File: src/rtl/dht_pkg.sv
// Shared types and constants for the double-hashing hash table.
// No dependencies; imported by every module of the block.
package dht_pkg;

    localparam int KEY_W      = 31;
    localparam int VALUE_W    = 32;
    localparam int SLOT_W     = 10;
    localparam int DIGIT_BITS = 4;
    localparam int DIV_W      = 32;
    localparam int DIV_STEPS  = DIV_W / DIGIT_BITS;
    localparam int STEP_W     = 3;

    // Probe step base: the step is this minus (key mod 7).
    localparam logic [STEP_W-1:0] STEP_BASE = 3'd7;

    typedef enum logic [1:0] {
        OP_INSERT = 2'd0,
        OP_DELETE = 2'd1,
        OP_SEARCH = 2'd2
    } op_e;

    typedef enum logic [1:0] {
        RC_OK        = 2'd0,
        RC_NOT_FOUND = 2'd1,
        RC_FULL      = 2'd2
    } result_e;

    typedef enum logic [1:0] {
        ST_EMPTY = 2'd0,
        ST_USED  = 2'd1,
        ST_TOMB  = 2'd2
    } slot_st_e;

    typedef enum logic [2:0] {
        S_CLEAR,
        S_IDLE,
        S_HASH,
        S_READ,
        S_CHECK,
        S_DONE
    } dht_state_e;

    typedef struct packed {
        logic [1:0]         opcode;
        logic [KEY_W-1:0]   key;
        logic [VALUE_W-1:0] entry_value;
    } dht_req_t;

    typedef struct packed {
        logic [1:0]         result_code;
        logic [VALUE_W-1:0] found_value;
        logic [SLOT_W-1:0]  slot_index;
    } dht_rsp_t;

    typedef struct packed {
        slot_st_e           status;
        logic [KEY_W-1:0]   key;
        logic [VALUE_W-1:0] value;
    } dht_slot_t;

endpackage

File: src/rtl/dht_mod_unit.sv
// Iterative remainder unit: key mod TABLE_SIZE and key mod 7, four bits a cycle.
// Depends on dht_pkg.
module dht_mod_unit #(
    parameter int TABLE_SIZE = 1024
) (
    input  logic                       clk,
    input  logic                       rst_n,
    input  logic                       start,
    input  logic [dht_pkg::KEY_W-1:0]  key,
    output logic                       done,
    output logic [$clog2(TABLE_SIZE)-1:0] rem_size,
    output logic [dht_pkg::STEP_W-1:0] rem_seven
);
    import dht_pkg::*;

    localparam int IDX_W = $clog2(TABLE_SIZE);
    localparam logic [IDX_W:0] SIZE_W = (IDX_W+1)'(TABLE_SIZE);
    localparam logic [STEP_W:0] SEVEN = (STEP_W+1)'(7);
    localparam int CNT_W = $clog2(DIV_STEPS);
    localparam logic [CNT_W-1:0] LAST_STEP = CNT_W'(DIV_STEPS - 1);

    logic                 busy_reg, busy_next;
    logic                 done_reg, done_next;
    logic [CNT_W-1:0]     cnt_reg, cnt_next;
    logic [DIV_W-1:0]     shift_reg, shift_next;
    logic [IDX_W:0]       rn_reg, rn_next;
    logic [STEP_W-1:0]    r7_reg, r7_next;

    // One cycle of restoring reduction: four dependent shift-and-subtract steps.
    always_comb
    begin
        logic [IDX_W:0]  rn;
        logic [STEP_W:0] r7;
        logic            b;
        rn = rn_reg;
        r7 = {1'b0, r7_reg};
        for (int i = 0; i < DIGIT_BITS; i++)
        begin
            b  = shift_reg[DIV_W-1-i];
            rn = {rn[IDX_W-1:0], b};
            if (rn >= SIZE_W)
            begin
                rn = rn - SIZE_W;
            end
            r7 = {r7[STEP_W-1:0], b};
            if (r7 >= SEVEN)
            begin
                r7 = r7 - SEVEN;
            end
        end

        busy_next  = busy_reg;
        done_next  = 1'b0;
        cnt_next   = cnt_reg;
        shift_next = shift_reg;
        rn_next    = rn_reg;
        r7_next    = r7_reg;
        if (start)
        begin
            busy_next  = 1'b1;
            cnt_next   = '0;
            shift_next = {1'b0, key};
            rn_next    = '0;
            r7_next    = '0;
        end
        else if (busy_reg)
        begin
            shift_next = shift_reg << DIGIT_BITS;
            rn_next    = rn;
            r7_next    = r7[STEP_W-1:0];
            cnt_next   = cnt_reg + 1'b1;
            if (cnt_reg == LAST_STEP)
            begin
                busy_next = 1'b0;
                done_next = 1'b1;
            end
        end
    end

    always_ff @(posedge clk or negedge rst_n)
    begin
        if (!rst_n)
        begin
            busy_reg <= 1'b0;
            done_reg <= 1'b0;
            cnt_reg  <= '0;
        end
        else
        begin
            busy_reg <= busy_next;
            done_reg <= done_next;
            cnt_reg  <= cnt_next;
        end
    end

    always_ff @(posedge clk)
    begin
        shift_reg <= shift_next;
        rn_reg    <= rn_next;
        r7_reg    <= r7_next;
    end

    assign done      = done_reg;
    assign rem_size  = rn_reg[IDX_W-1:0];
    assign rem_seven = r7_reg;

endmodule

File: config.mk
export PLATFORM = sky130hd
export DESIGN_NAME = dht_mod_unit
export DESIGN_NICKNAME = d
export VERILOG_FILES = /design/src/rtl/dht_pkg.sv /design/src/rtl/dht_mod_unit.sv
export SDC_FILE = /design/constraint.sdc
export NUM_CORES = 1
export LEC_CHECK = 0
export BUFFER_PORTS_ARGS = -buffer_cell sky130_fd_sc_hd__buf_4
export CELL_PAD_IN_SITES_DETAIL_PLACEMENT = 2
export CELL_PAD_IN_SITES_GLOBAL_PLACEMENT = 2
export CORE_ASPECT_RATIO = 1.5
export CORE_MARGIN = 2
export CORE_UTILIZATION = 33
export DETAILED_ROUTE_END_ITERATION = 16
export PLACE_DENSITY = 0.86
export SLEW_MARGIN = 10
export SYNTH_ARGS = -nofsm -noshare
export SYNTH_HDL_FRONTEND = slang
export SYNTH_SLANG_ARGS = --single-unit
File: constraint.sdc
create_clock -name clk -period 4 [get_ports clk]
set_clock_uncertainty 0.05 [all_clocks]
set_input_delay 0.2 -clock clk [delete_from_list [all_inputs] [get_ports clk]]
set_output_delay 0.2 -clock clk [all_outputs]
set_load 0.01 [all_outputs]
==> results.cfg <==
[run_status]
status = completed

[layout]
final_util = 0.439
register_area_sq_um = 1340
syn_to_final_growth_pct = 29.4
largest_reg_flops = 32
antenna_cells = 0
multi_input_area_sq_um = 1120
fillCellCount = 720
nNetsFinal = 288
stdcell_count = 349
layout-drive-gt1-share = 0.470

[clocking]
clkTransAtPathRegs_ns = 0.09
cts_buffers = 5
cts_tree = yes
htreeDepth = 2
clock_path_buffers = 2
clkLatencyLatePin_ns = 0.31
cts_root_buf = clkbuf_8
clock-sinks = 50

[sta]
period_share = 0.956
hold_violations = 0
slew_viol_final = 0
timing.fmax_mhz = 262
setup_viol = 0
tns_ns = 0
tightestPinTransition_ns = 0.717
relSlewSlack = 0.522
layout_setup_ws_ns = 0.177
min_period_ns = 3.82

[logic_synthesis]
synthesis.nets = 228
synth_area_sq_um = 2430
syn-mean-instance-area_sq_um = 13.0
synth_cell_types = 50
synthArstFlopShare = 0.100
synth-main-ff-cell = edfxtp_1
syn_inst = 188
synth_warnings = 0
synth_edf_count = 31
synth_seq_cells = 50
yosysSeqAreaShare = 0.549

[grt]
grt_pass1_wl_mm = 9.38
overflow = 0
grt_pass1_vias = 1919
track_usage = 0.159
antenna_found_initial = 0
grt_max_degree = 54

[detailed_routing]
vias_per_cell = 4.93
ant_nets = 0
drt-wirelength-per-cell_um = 17.2
dr_wl_met2_mm = 3.35
wl_mm = 5.99
drc = 0
wl_met1_mm = 2.23
num_vias = 1722
first_iter_violations = 21
met3_length_um = 246
route.top_layer_used = met4
firstDrtPassIters = 2

[setup_path]
cp_max_fo = 6
regToRegStartpoint = shift_reg[31]
end_kind = flop
path_class = flop to flop
arrival_ns = 4.04
crit_start = shift_reg[31]
worstPathRequired_ns = 4.21
cp-start-kind = flop

[floorplan]
rows = 38
coreArea_sq_um = 7180
io_pins = 48
die_area_sq_um = 8100
dieHeight_um = 109
die_w_um = 74.1
start_util = 0.339

[hold_path]
hold_class = input port to flop
holdCritStartpoint = key[2]

[power_and_ir_drop]
power_density_nw_per_um2 = 509
vdd.ir_drop.worst_uv = 243
total_power_mw = 1.60
p_leak_nw = 1.35

[placed_design]
place_hpwl_mm = 4.13
io_buffers = 47
finalWeightedCongestion = 0.869
place_ws_ns = -0.211
numPlacedInstances = 333

[run]
cap_violations = 0
layout by cell type, fill, tap and decap left out, drive strengths merged, types with 2 or more instances in the layout:
cell type	netlist	routed
a211o	2	2
a21boi	2	2
a21o	3	3
a21oi	3	3
and2	6	6
buf	5	62
clkbuf	5	8
dfrtp	5	5
dfxtp	14	14
edfxtp	31	31
ha	6	6
inv	2	2
mux2	28	28
mux2i	13	13
nand2	5	5
nand2b	3	3
nand4	2	2
nor2	20	20
nor3b	2	2
nor4b	2	2
o211ai	2	2
o21ai	2	2
o31a	3	3
or3	2	2
xnor2	2	2
critical path, stage by stage, from the launching register on:
cell      delay [ns]
dfxtp_4         0.37
ha_2            0.18
a21oi_2         0.19
xnor2_2         0.11
ha_4            0.20
and4bb_4        0.23
o31a_1          0.31
nor2_2          0.12
ha_2            0.19
buf_4           0.13
o21ai_0         0.11
a221oi_2        0.35
ha_2            0.24
inv_1           0.08
nor3_2          0.24
o211ai_2        0.17
nor4b_1         0.35
a211o_1         0.15
synthesized netlist by cell type (all sizes together) (3+ instances only):
cell	n	area [sq um]
ha	6	75.1
nand2b	3	18.8
nor2	20	75.1
edfxtp	31	931
mux2i	13	130
buf	5	26.3
dfrtp	5	125
o31a	3	26.3
and2	6	37.5
nand2	5	18.8
a21o	3	22.5
a21oi	3	15.0
mux2	28	315
clkbuf	5	18.8
dfxtp	14	280
metrics by stage:
stage	area [sq um]	hold WS [ns]
5_1_grt	3150	0.108
2_1_floorplan	2430	-0.146
3_3_place_gp	2930	-0.0436
4_1_cts	3060	0.113
6_report	3150	0.124
3_5_place_dp	2930	-0.0391
routing by layer:
metal  vias to the layer above  track usage
met5                         -            0
met4                         0       0.0727
met3                        11       0.0490
met2                        38        0.286
met1                       852        0.163
li1                        821            -
path summary, 6_finish.rpt:
check	endpoint	slack (ns)	cells after the start
min	shift_reg[2]	0.12	2
max reg2reg	rem_seven[0]	0.18	17
min in group asynchronous	cnt_reg[1]	0.18	2
min reg2reg	rn_reg[0]	0.46	2
max	rem_seven[0]	0.18	17
max in group asynchronous	cnt_reg[0]	3.61	2
what timing repair did:
item	in CTS	in global routing
gates cloned	0	0
gates resized for setup	7	12
hold buffers	1	0
setup buffers	1	6
endpoints found under the hold margin	5	0
setup endpoints to repair	3	3
pin swaps	3	8
report_power, final:
group          total (mW)  internal, mW  switching, mW
Clock               0.288         0.125          0.164
Sequential          0.636         0.605         0.0311
Combinational       0.679         0.345          0.334
Total                1.60          1.08          0.529
cell families (layout without fill, tap and decap cells):
logic type / Yosys count / count (layout) / share of synthesized area
flip-flops: 50 / 50 / 0.549
adder cells (fa/ha/maj): 6 / 6 / 0.0308
XOR/XNOR: 2 / 2 / 0.00720
buffers and inverters: 12 / 73 / 0.0216
AND/OR/NAND/NOR: 54 / 54 / 0.132
AO/OA/AOI/OAI: 23 / 23 / 0.0771
multiplexers: 41 / 41 / 0.183
layout make-up:
| type | count | area share |
|---|---|---|
| multi-input combinational | 126 | 0.356 |
| inverter | 2 | 0.00238 |
| clock buffer | 8 | 0.0254 |
| sequential | 50 | 0.425 |
| tap | 100 | 0.0397 |
| timing repair buffer | 63 | 0.151 |
Note: power is estimated with default switching activity, not from simulation.
